<file path="config.mk">
export PLATFORM = sky130hd
export DESIGN_NAME = ipv4_tcp_balancer_header_rewrite
export DESIGN_NICKNAME = d
export VERILOG_FILES = /design/src/rtl/core/ihr_pkg.sv /design/src/rtl/core/ipv4_tcp_balancer_header_rewrite.sv /design/src/rtl/core/ihr_csum_acc.sv
export SDC_FILE = /design/constraint.sdc
export NUM_CORES = 1
export LEC_CHECK = 0
export BUFFER_PORTS_ARGS = -buffer_cell sky130_fd_sc_hd__buf_2
export CELL_PAD_IN_SITES_DETAIL_PLACEMENT = 1
export CELL_PAD_IN_SITES_GLOBAL_PLACEMENT = 1
export CORE_MARGIN = 1.5
export CORE_UTILIZATION = 25
export DETAILED_ROUTE_END_ITERATION = 16
export GPL_ROUTABILITY_DRIVEN = 0
export MAX_ROUTING_LAYER = met4
export PLACE_DENSITY = 0.51
export SETUP_SLACK_MARGIN = 0.3
export SLEW_MARGIN = 25
export SYNTH_ARGS = -nofsm -noshare
export SYNTH_HDL_FRONTEND = slang
export SYNTH_SLANG_ARGS = --single-unit
export TNS_END_PERCENT = 1
</file>
<file path="constraint.sdc">
create_clock -name clk -period 5.8 [get_ports clk]
set_input_delay 0.29 -clock clk [delete_from_list [all_inputs] [get_ports clk]]
set_output_delay 0.29 -clock clk [all_outputs]
set_load 0.005 [all_outputs]
</file>
<file path="src/rtl/core/ihr_pkg.sv">
// Shared types and constants for the IPv4 TCP balancer header rewrite.
// Beat structs for both channels, checksum unit control, verdict and register codes.
`timescale 1ns / 1ps
`default_nettype none
package ihr_pkg;

	localparam int HDR_BYTES = 34;
	localparam int ETH_BYTES = 14;
	localparam int IDX_W     = 6;
	localparam int CFG_W     = 24;
	localparam int CFG_IDX_W = 3;
	localparam int SUM_W     = 20;

	localparam logic [15:0] ETHERTYPE_IPV4 = 16'h0800;
	localparam logic [7:0]  PROTO_TCP      = 8'd6;

	localparam logic [1:0] VERDICT_ABORT = 2'd0;
	localparam logic [1:0] VERDICT_PASS  = 2'd1;
	localparam logic [1:0] VERDICT_TX    = 2'd2;

	localparam logic [CFG_IDX_W-1:0] REG_NET_PREFIX = 3'd0;
	localparam logic [CFG_IDX_W-1:0] REG_CLIENT     = 3'd1;
	localparam logic [CFG_IDX_W-1:0] REG_BACKEND_A  = 3'd2;
	localparam logic [CFG_IDX_W-1:0] REG_BACKEND_B  = 3'd3;
	localparam logic [CFG_IDX_W-1:0] REG_LB         = 3'd4;

	typedef struct packed {
		logic [7:0] data_byte;
		logic       end_of_frame;
		logic       backend_pick;
	} in_beat_t;

	typedef struct packed {
		logic [7:0] out_byte;
		logic [1:0] verdict;
		logic       last_of_run;
	} out_beat_t;

	// control word for the shared checksum accumulator
	typedef struct packed {
		logic clr;
		logic add;
		logic hi;
		logic fold;
	} csum_ctl_t;

endpackage
`default_nettype wire

</file>
<file path="src/rtl/core/ipv4_tcp_balancer_header_rewrite.sv">
// Top level of the IPv4 TCP balancer header rewrite.
// Uses ihr_pkg (types, codes) and ihr_csum_acc (shared checksum accumulator).
//
// Usage:
//  - Input channel (in_valid / in_stall / in_data) carries one frame byte per beat,
//    with end_of_frame on the last byte and backend_pick sampled on the byte that
//    completes the 34-byte header.
//  - Output channel (out_valid / out_stall / out_data) carries rewritten bytes with
//    the frame verdict and last_of_run on the final beat caused by one input beat.
//  - Header bytes are buffered; no output until byte 34 or the end of the frame.
//    Then the header burst goes out, a read and an output load per beat; a stall holds it.
//  - Header bytes are taken one per cycle. The burst: decide; for a rewritten
//    frame a checksum sweep, read and add per IPv4 byte, then FOLD1 and FOLD2;
//    then read and output per header byte; one read port and the accumulator set this.
//  - Payload bytes after the header pass through the output register: one per
//    cycle while the receiver keeps out_stall low.
//  - in_stall is high during the decide/sum/emit sequence and whenever a
//    pass-through byte would find the output register full and stalled.
//  - Reset clears the frame position, verdict and output valid, and restores the
//    configuration registers to their defaults. The header buffer is not cleared.
//  - Configuration is a plain write port (cfg_we, cfg_index, cfg_wdata); write only
//    while the block is idle. Unknown indexes are ignored.
`timescale 1ns / 1ps
`default_nettype none
module ipv4_tcp_balancer_header_rewrite (
	input  wire logic                          clk,
	input  wire logic                          arst_n,
	input  wire logic                          in_valid,
	output logic                               in_stall,
	input  wire ihr_pkg::in_beat_t             in_data,
	output logic                               out_valid,
	input  wire logic                          out_stall,
	output ihr_pkg::out_beat_t                 out_data,
	input  wire logic                          cfg_we,
	input  wire logic [ihr_pkg::CFG_IDX_W-1:0] cfg_index,
	input  wire logic [ihr_pkg::CFG_W-1:0]     cfg_wdata
);
	import ihr_pkg::*;

	// sequencer states
	localparam logic [2:0] ST_IDLE     = 3'd0;
	localparam logic [2:0] ST_DECIDE   = 3'd1;
	localparam logic [2:0] ST_SUM_RD   = 3'd2;
	localparam logic [2:0] ST_SUM_ADD  = 3'd3;
	localparam logic [2:0] ST_FOLD1    = 3'd4;
	localparam logic [2:0] ST_FOLD2    = 3'd5;
	localparam logic [2:0] ST_EMIT_RD  = 3'd6;
	localparam logic [2:0] ST_EMIT_OUT = 3'd7;

	// header byte offsets
	localparam logic [IDX_W-1:0] OFS_DST_MAC_LO = 6'd5;
	localparam logic [IDX_W-1:0] OFS_SRC_MAC_LO = 6'd11;
	localparam logic [IDX_W-1:0] OFS_ETYPE_HI   = 6'd12;
	localparam logic [IDX_W-1:0] OFS_ETYPE_LO   = 6'd13;
	localparam logic [IDX_W-1:0] OFS_IP_START   = 6'd14;
	localparam logic [IDX_W-1:0] OFS_PROTO      = 6'd23;
	localparam logic [IDX_W-1:0] OFS_CSUM_HI    = 6'd24;
	localparam logic [IDX_W-1:0] OFS_CSUM_LO    = 6'd25;
	localparam logic [IDX_W-1:0] OFS_SRC_IP0    = 6'd26;
	localparam logic [IDX_W-1:0] OFS_SRC_IP1    = 6'd27;
	localparam logic [IDX_W-1:0] OFS_SRC_IP2    = 6'd28;
	localparam logic [IDX_W-1:0] OFS_SRC_IP3    = 6'd29;
	localparam logic [IDX_W-1:0] OFS_DST_IP0    = 6'd30;
	localparam logic [IDX_W-1:0] OFS_DST_IP1    = 6'd31;
	localparam logic [IDX_W-1:0] OFS_DST_IP2    = 6'd32;
	localparam logic [IDX_W-1:0] OFS_DST_IP3    = 6'd33;

	localparam logic [IDX_W-1:0] HDR_LEN = IDX_W'(HDR_BYTES);
	localparam logic [IDX_W-1:0] ETH_LEN = IDX_W'(ETH_BYTES);

	// new value of a header byte in a rewritten frame
	function automatic logic [7:0] hdr_subst(
		input logic [IDX_W-1:0] idx,
		input logic [7:0]       orig,
		input logic [23:0]      prefix,
		input logic [7:0]       dest,
		input logic [7:0]       lb,
		input logic [15:0]      csum
	);
		logic [7:0] res;
		case (idx)
			OFS_DST_MAC_LO: res = dest;
			OFS_SRC_MAC_LO: res = lb;
			OFS_CSUM_HI:    res = csum[15:8];
			OFS_CSUM_LO:    res = csum[7:0];
			OFS_SRC_IP0:    res = prefix[23:16];
			OFS_SRC_IP1:    res = prefix[15:8];
			OFS_SRC_IP2:    res = prefix[7:0];
			OFS_SRC_IP3:    res = lb;
			OFS_DST_IP0:    res = prefix[23:16];
			OFS_DST_IP1:    res = prefix[15:8];
			OFS_DST_IP2:    res = prefix[7:0];
			OFS_DST_IP3:    res = dest;
			default:        res = orig;
		endcase
		return res;
	endfunction

	// configuration
	logic [23:0] net_prefix_q;
	logic [7:0]  client_host_q;
	logic [7:0]  backend_a_host_q;
	logic [7:0]  backend_b_host_q;
	logic [7:0]  lb_host_q;

	// sequencer and frame state
	logic [2:0]       state_q;
	logic [IDX_W-1:0] idx_q;      // header bytes held, saturates at HDR_LEN
	logic [IDX_W-1:0] k_q;        // sweep position
	logic [1:0]       fverd_q;    // verdict for payload bytes
	logic [1:0]       verdict_q;  // verdict of the burst in progress
	logic [7:0]       dest_q;
	logic             eof_q;
	logic             pick_q;

	// header facts captured as bytes are written
	logic       etype_hi_ok_q;
	logic       etype_lo_ok_q;
	logic       tcp_ok_q;
	logic [3:0] src_ok_q;

	// header buffer
	logic [7:0] hdr_mem [HDR_BYTES];
	logic [7:0] rd_q;

	// output register
	logic      out_valid_q;
	out_beat_t out_data_q;

	logic       out_free;
	logic       hdr_phase;
	logic       in_acc;
	logic       hdr_acc;
	logic       pass_acc;
	logic       hdr_done;
	logic [IDX_W-1:0] idx_next;
	logic [1:0] dec_verdict;
	logic [7:0] dec_dest;
	logic       emit_load;
	logic       emit_last;
	logic [7:0] emit_byte;
	logic [7:0] sum_byte;
	logic [15:0] csum;
	csum_ctl_t  csum_ctl;

	assign out_free  = !out_valid_q || !out_stall;
	assign hdr_phase = idx_q < HDR_LEN;
	assign in_stall  = !((state_q == ST_IDLE) && (hdr_phase || out_free));
	assign in_acc    = in_valid && !in_stall;
	assign hdr_acc   = in_acc && hdr_phase;
	assign pass_acc  = in_acc && !hdr_phase;
	assign idx_next  = idx_q + 6'd1;
	assign hdr_done  = in_data.end_of_frame || (idx_next == HDR_LEN);

	// frame fate from the captured facts
	always_comb begin
		if (idx_q < ETH_LEN) begin
			dec_verdict = VERDICT_ABORT;
		end else if (!(etype_hi_ok_q && etype_lo_ok_q)) begin
			dec_verdict = VERDICT_PASS;
		end else if (idx_q < HDR_LEN) begin
			dec_verdict = VERDICT_ABORT;
		end else if (!tcp_ok_q) begin
			dec_verdict = VERDICT_PASS;
		end else begin
			dec_verdict = VERDICT_TX;
		end
		if (&src_ok_q) begin
			dec_dest = pick_q ? backend_b_host_q : backend_a_host_q;
		end else begin
			dec_dest = client_host_q;
		end
	end

	// checksum sweep sees the checksum field as zero
	assign sum_byte = hdr_subst(k_q, rd_q, net_prefix_q, dest_q, lb_host_q, 16'h0000);

	always_comb begin
		if (verdict_q == VERDICT_TX) begin
			emit_byte = hdr_subst(k_q, rd_q, net_prefix_q, dest_q, lb_host_q, csum);
		end else begin
			emit_byte = rd_q;
		end
	end

	assign emit_load = (state_q == ST_EMIT_OUT) && out_free;
	assign emit_last = (6'(k_q + 6'd1) == idx_q);

	always_comb begin
		csum_ctl.clr  = (state_q == ST_DECIDE);
		csum_ctl.add  = (state_q == ST_SUM_ADD);
		csum_ctl.hi   = !k_q[0];
		csum_ctl.fold = (state_q == ST_FOLD1) || (state_q == ST_FOLD2);
	end

	ihr_csum_acc u_csum (
		.clk      (clk),
		.ctl      (csum_ctl),
		.add_byte (sum_byte),
		.csum     (csum)
	);

	// configuration registers
	always_ff @(posedge clk or negedge arst_n) begin
		if (!arst_n) begin
			net_prefix_q     <= 24'hAC1100;
			client_host_q    <= 8'd4;
			backend_a_host_q <= 8'd2;
			backend_b_host_q <= 8'd3;
			lb_host_q        <= 8'd5;
		end else if (cfg_we) begin
			case (cfg_index)
				REG_NET_PREFIX: net_prefix_q     <= cfg_wdata;
				REG_CLIENT:     client_host_q    <= cfg_wdata[7:0];
				REG_BACKEND_A:  backend_a_host_q <= cfg_wdata[7:0];
				REG_BACKEND_B:  backend_b_host_q <= cfg_wdata[7:0];
				REG_LB:         lb_host_q        <= cfg_wdata[7:0];
				default: ;
			endcase
		end
	end

	// header buffer: one write port, one registered read port
	always_ff @(posedge clk) begin
		if (hdr_acc) begin
			hdr_mem[idx_q] <= in_data.data_byte;
		end
	end

	always_ff @(posedge clk) begin
		if (state_q == ST_SUM_RD || state_q == ST_EMIT_RD) begin
			rd_q <= hdr_mem[k_q];
		end
	end

	// sequencer
	always_ff @(posedge clk or negedge arst_n) begin
		if (!arst_n) begin
			state_q       <= ST_IDLE;
			idx_q         <= '0;
			k_q           <= '0;
			fverd_q       <= VERDICT_ABORT;
			verdict_q     <= VERDICT_ABORT;
			dest_q        <= '0;
			eof_q         <= 1'b0;
			pick_q        <= 1'b0;
			etype_hi_ok_q <= 1'b0;
			etype_lo_ok_q <= 1'b0;
			tcp_ok_q      <= 1'b0;
			src_ok_q      <= '0;
		end else begin
			case (state_q)
				ST_IDLE: begin
					if (hdr_acc) begin
						idx_q  <= idx_next;
						eof_q  <= in_data.end_of_frame;
						pick_q <= in_data.backend_pick;
						case (idx_q)
							OFS_ETYPE_HI:
								etype_hi_ok_q <= in_data.data_byte == ETHERTYPE_IPV4[15:8];
							OFS_ETYPE_LO:
								etype_lo_ok_q <= in_data.data_byte == ETHERTYPE_IPV4[7:0];
							OFS_PROTO:
								tcp_ok_q <= in_data.data_byte == PROTO_TCP;
							OFS_SRC_IP0:
								src_ok_q[0] <= in_data.data_byte == net_prefix_q[23:16];
							OFS_SRC_IP1:
								src_ok_q[1] <= in_data.data_byte == net_prefix_q[15:8];
							OFS_SRC_IP2:
								src_ok_q[2] <= in_data.data_byte == net_prefix_q[7:0];
							OFS_SRC_IP3:
								src_ok_q[3] <= in_data.data_byte == client_host_q;
							default: ;
						endcase
						if (hdr_done) begin
							state_q <= ST_DECIDE;
						end
					end else if (pass_acc && in_data.end_of_frame) begin
						idx_q   <= '0;
						fverd_q <= VERDICT_ABORT;
					end
				end
				ST_DECIDE: begin
					verdict_q <= dec_verdict;
					dest_q    <= dec_dest;
					if (dec_verdict == VERDICT_TX) begin
						k_q     <= OFS_IP_START;
						state_q <= ST_SUM_RD;
					end else begin
						k_q     <= '0;
						state_q <= ST_EMIT_RD;
					end
				end
				ST_SUM_RD: begin
					state_q <= ST_SUM_ADD;
				end
				ST_SUM_ADD: begin
					if (k_q == OFS_DST_IP3) begin
						state_q <= ST_FOLD1;
					end else begin
						k_q     <= k_q + 6'd1;
						state_q <= ST_SUM_RD;
					end
				end
				ST_FOLD1: begin
					state_q <= ST_FOLD2;
				end
				ST_FOLD2: begin
					k_q     <= '0;
					state_q <= ST_EMIT_RD;
				end
				ST_EMIT_RD: begin
					state_q <= ST_EMIT_OUT;
				end
				ST_EMIT_OUT: begin
					if (emit_load) begin
						if (emit_last) begin
							state_q <= ST_IDLE;
							if (eof_q) begin
								idx_q   <= '0;
								fverd_q <= VERDICT_ABORT;
							end else begin
								fverd_q <= verdict_q;
							end
						end else begin
							k_q     <= k_q + 6'd1;
							state_q <= ST_EMIT_RD;
						end
					end
				end
				default: state_q <= ST_IDLE;
			endcase
		end
	end

	// output register
	always_ff @(posedge clk or negedge arst_n) begin
		if (!arst_n) begin
			out_valid_q <= 1'b0;
		end else if (emit_load || pass_acc) begin
			out_valid_q <= 1'b1;
		end else if (!out_stall) begin
			out_valid_q <= 1'b0;
		end
	end

	always_ff @(posedge clk) begin
		if (emit_load) begin
			out_data_q.out_byte    <= emit_byte;
			out_data_q.verdict     <= verdict_q;
			out_data_q.last_of_run <= emit_last;
		end else if (pass_acc) begin
			out_data_q.out_byte    <= in_data.data_byte;
			out_data_q.verdict     <= fverd_q;
			out_data_q.last_of_run <= 1'b1;
		end
	end

	assign out_valid = out_valid_q;
	assign out_data  = out_data_q;

	// checks
	a_idx_range: assert property (@(posedge clk) disable iff (!arst_n)
		idx_q <= HDR_LEN)
		else $error("header byte count overran the header length");

	a_sum_only_tx: assert property (@(posedge clk) disable iff (!arst_n)
		(state_q == ST_SUM_RD) |-> (verdict_q == VERDICT_TX && idx_q == HDR_LEN))
		else $error("checksum sweep on a frame that is not rewritten");

	a_sum_window: assert property (@(posedge clk) disable iff (!arst_n)
		(state_q == ST_SUM_ADD) |-> (k_q >= OFS_IP_START && k_q <= OFS_DST_IP3))
		else $error("checksum sweep left the IPv4 header");

	a_eof_clears: assert property (@(posedge clk) disable iff (!arst_n)
		(emit_load && emit_last && eof_q) |=> (idx_q == '0 && state_q == ST_IDLE))
		else $error("frame end did not reset the header position");

endmodule
`default_nettype wire

</file>
<file path="src/rtl/core/ihr_csum_acc.sv">
// One's-complement checksum accumulator, one byte per add step, folded at the end.
// Depends on ihr_pkg for the control struct and accumulator width.
`timescale 1ns / 1ps
`default_nettype none
module ihr_csum_acc (
	input  wire logic              clk,
	input  wire ihr_pkg::csum_ctl_t ctl,
	input  wire logic [7:0]        add_byte,
	output logic [15:0]            csum
);
	import ihr_pkg::*;

	logic [SUM_W-1:0] sum_q;
	logic [SUM_W-1:0] addend;

	// even offsets carry the high byte of a 16-bit word
	assign addend = ctl.hi ? {4'h0, add_byte, 8'h00} : {12'h000, add_byte};

	always_ff @(posedge clk) begin
		if (ctl.clr) begin
			sum_q <= '0;
		end else if (ctl.add) begin
			sum_q <= sum_q + addend;
		end else if (ctl.fold) begin
			sum_q <= SUM_W'(sum_q[15:0]) + SUM_W'(sum_q[SUM_W-1:16]);
		end
	end

	assign csum = ~sum_q[15:0];

endmodule
`default_nettype wire

</file>
==> impl_metrics.toml <==
[clock_network]
cts_sinks = 404
cts_setup_buffers = 0
insertion_delay_ns = 0.60
cts_tree = "done"
cts_buffer_depth = 3
clk_pin_slew_ns = 0.06
cts_made_buffers = 45
htreeDepth = 2
cts-root-buf = "clkbuf_16"

[place]
io_buffers = 54
place_inst = 2326
dpl.hpwl_mm = 39.1
placedInstanceArea_um2 = 20300

[power_and_ir_drop]
combPwrFrac = 0.124
power_leakage_nw = 7.69
power_density_nw_per_um2 = 342
p_sw_frac = 0.268
ir_drop_mv = 0.212
internal-power_mw = 5.54
p_clk_frac = 0.410
power.switching_mw = 2.02
seqPwrFrac = 0.465

[yosys]
synthArstFlopShare = 0.230
syn-num-nets = 1428
yosysSeqAreaShare = 0.606
muxShareOfSynthArea = 0.139
synth_xor_area_frac = 0.0263
synthAdderAreaFrac = 0.0213
synth-main-ff-cell = "edfxtp_1"
yosysWarnings = 0
synthSimpleGateAreaFrac = 0.0885
synth-edff-count = 291
synth_top_family_by_area = "multiplexers"
synth_top_area_cell = "edfxtp_1"
netlist_area_um2 = 19000
synth_compound_area_frac = 0.0937
ys_seq_elements = 404
synth_top_area_frac = 0.461
synth_cell_types = 85
syn_inst = 1355
synth_area_leaders = "edfxtp_1 46%, dfrtp_1 11%, mux4_2 9.1%"
synth.avg_cell_area_um2 = 14.0

[global_routing]
overflow = 0
grt_pass1_vias = 12744
grt_pass1_wl_mm = 86.4
grt_max_degree = 54
grt.total_usage = 0.155
antenna_found_initial = 0

[timing]
relSlewSlack = 0.331
finalHoldViolations = 0
fin_crit_ns = 4.91
grt_setup_unrepaired = "no"
worst_slew_pin_slew_ns = 0.999
max_freq_mhz = 204
finClkSkew_ns = 0.0276
fin_crit_sh = 0.847
setup_tns_ns = 0
setup_viol = 0
drv_slew = 0

[worst_hold_path]
min_path_type = "primary input to flip-flop"

[route]
drt_wl_total_mm = 57.8
wl_per_cell_um = 23.8
postRouteAntennaNets = 0
dr_wl_met3_mm = 2.33
viasPerCell = 4.94
met1_length_mm = 26.7
drcViolationCount = 0
firstDrtPassIters = 5
drt_iter0_markers = 945
vias = 12012
wl_met2_mm = 27.5
routed.top_layer = "met4"

[final_layout]
final-seq-area_um2 = 11500
nets = 1497
layout_commonest_cell = "edfxtp_1"
fillCellCount = 7924
multi_input_area_um2 = 7020
final_cell_mix = "291 x edfxtp_1, 103 x nand2_1, 80 x nor2_1"
drive_gt1_frac = 0.219
final_area_um2 = 22100
n_antenna_cell = 0
fin_cells = 2430
areaGrowthSynthToFinish_pct = 16.6

[floorplan]
die_h_um = 278
core-area_um2 = 74700
fp.dieArea_um2 = 77500
floorplan.initialDensity = 0.254
core.rowCount = 100
num_io_pins = 55
die-width_um = 278

[flow_run]
maxCapViolCount = 0

[critical_path]
worstPathArrival_ns = 5.37
critical_path_required_ns = 6.26
start_kind = "flip-flop"
critPathMaxFanout = 21
worstSetupPathType = "flip-flop to flip-flop"
end_kind = "flip-flop"

[status]
status = "finished, final reports clean"
routing by layer:
| layer | up-vias | track usage |
|---|---|---|
| met2 | 229 | 0.247 |
| li1 | 5412 | - |
| met1 | 6292 | 0.204 |
| met5 | - | - |
| met3 | 79 | 0.0243 |
| met4 | 0 | 0.0423 |
worst max-delay path, cell delays in order, from the launching register on:
cell and delay (ns):
dfrtp_4 0.60, ha_1 0.44, or3b_2 0.52, a21oi_4 0.27, nor4bb_1 0.10, buf_4 0.18
nand2_2 0.15, nor2_1 0.08, a211oi_1 0.28, ha_1 0.22, inv_1 0.07, fa_1 0.43
nor2b_1 0.19, o2111ai_1 0.27, a2111o_1 0.47, a21oi_1 0.22, o2111ai_1 0.15, mux2i_1 0.15
path summary, 6_finish.rpt:
path                               from             endpoint  slack, ns  cells after the start
min                        cfg_wdata[5]  backend_b_host_q[5]       0.03                      2
max in group asynchronous        arst_n        etype_hi_ok_q       4.45                      3
min reg2reg                  fverd_q[0]           fverd_q[0]       0.50                      1
max reg2reg                      k_q[0]     u_csum.sum_q[18]       0.89                     17
max                              k_q[0]     u_csum.sum_q[18]       0.89                     17
min in group asynchronous        arst_n     client_host_q[5]       0.23                      2
flip-flops by register name (all words and copies together) (netlist names), 8 cells and up:
name and flops:
client_host_q 8, u_csum.sum_q 20, out_data 11, rd_q 8, backend_a_host_q 8, lb_host_q 8, dest_q 8, backend_b_host_q 8
hdr_mem 272, net_prefix_q 24
stage by stage:
stage	hold slack [ns]	total power [mW]	setup WS [ns]	util
after CTS	0.00428	7.64	0.907	0.296
after detailed placement	0.325	4.51	0.956	0.272
after global routing	0.00750	7.85	0.527	0.296
after global placement	0.318	4.49	1.08	0.272
after floorplan	-0.00559	4.10	0.712	-
final	0.0307	7.56	0.889	0.296
cell families (layout without fill, tap and decap cells):
| logic type | after synthesis | after routing |
|---|---|---|
| buffers and inverters | 107 | 213 |
| AO/OA/AOI/OAI | 253 | 253 |
| multiplexers | 159 | 159 |
| adder cells (fa/ha/maj) | 31 | 31 |
| AND/OR/NAND/NOR | 344 | 344 |
| XOR/XNOR | 57 | 57 |
| flip-flops | 404 | 404 |
cell usage after synthesis (8+ instances only):
cell / number
nor3_1: 18
nor2b_1: 12
o211ai_1: 15
nand4_1: 13
buf_2: 16
dfrtp_1: 81
and2_1: 10
xnor2_1: 28
ha_1: 29
nand2b_1: 8
nand2_1: 103
edfxtp_1: 291
o31ai_1: 9
nor4_1: 13
inv_1: 25
mux4_2: 77
clkbuf_1: 49
dfxtp_1: 20
and3_1: 12
a21oi_1: 43
o21ai_0: 45
mux2_2: 58
a21o_1: 11
nand3_1: 39
xor2_1: 29
dfstp_2: 12
mux2i_1: 23
a22oi_1: 14
nor2_1: 82
a31oi_1: 15
a222oi_1: 8
a211oi_1: 14
cell type report:
class	count	share of cell area
well taps	969	0.0548
clock buffers	54	0.0534
flip-flops and latches	404	0.520
inverters	26	0.00441
multi-input cells	844	0.318
clock inverters	30	0.0188
repair buffers	103	0.0314
power groups by stage:
stage / combinational [mW] / sequential, mW / clock (mW)
after floorplan: 0.657 / 3.45 / 0
after global placement: 0.909 / 3.58 / 0
after detailed placement: 0.930 / 3.57 / 0
after CTS: 0.949 / 3.52 / 3.17
after global routing: 1.05 / 3.54 / 3.27
final: 0.940 / 3.52 / 3.10
what timing repair did:
action                                  CTS  global route
hold buffers                             20             0
hold endpoints to repair                 57             0
endpoints found under the setup margin    0             0
resized for setup                         0             0
No activity file was read; power rests on OpenSTA's default activity.
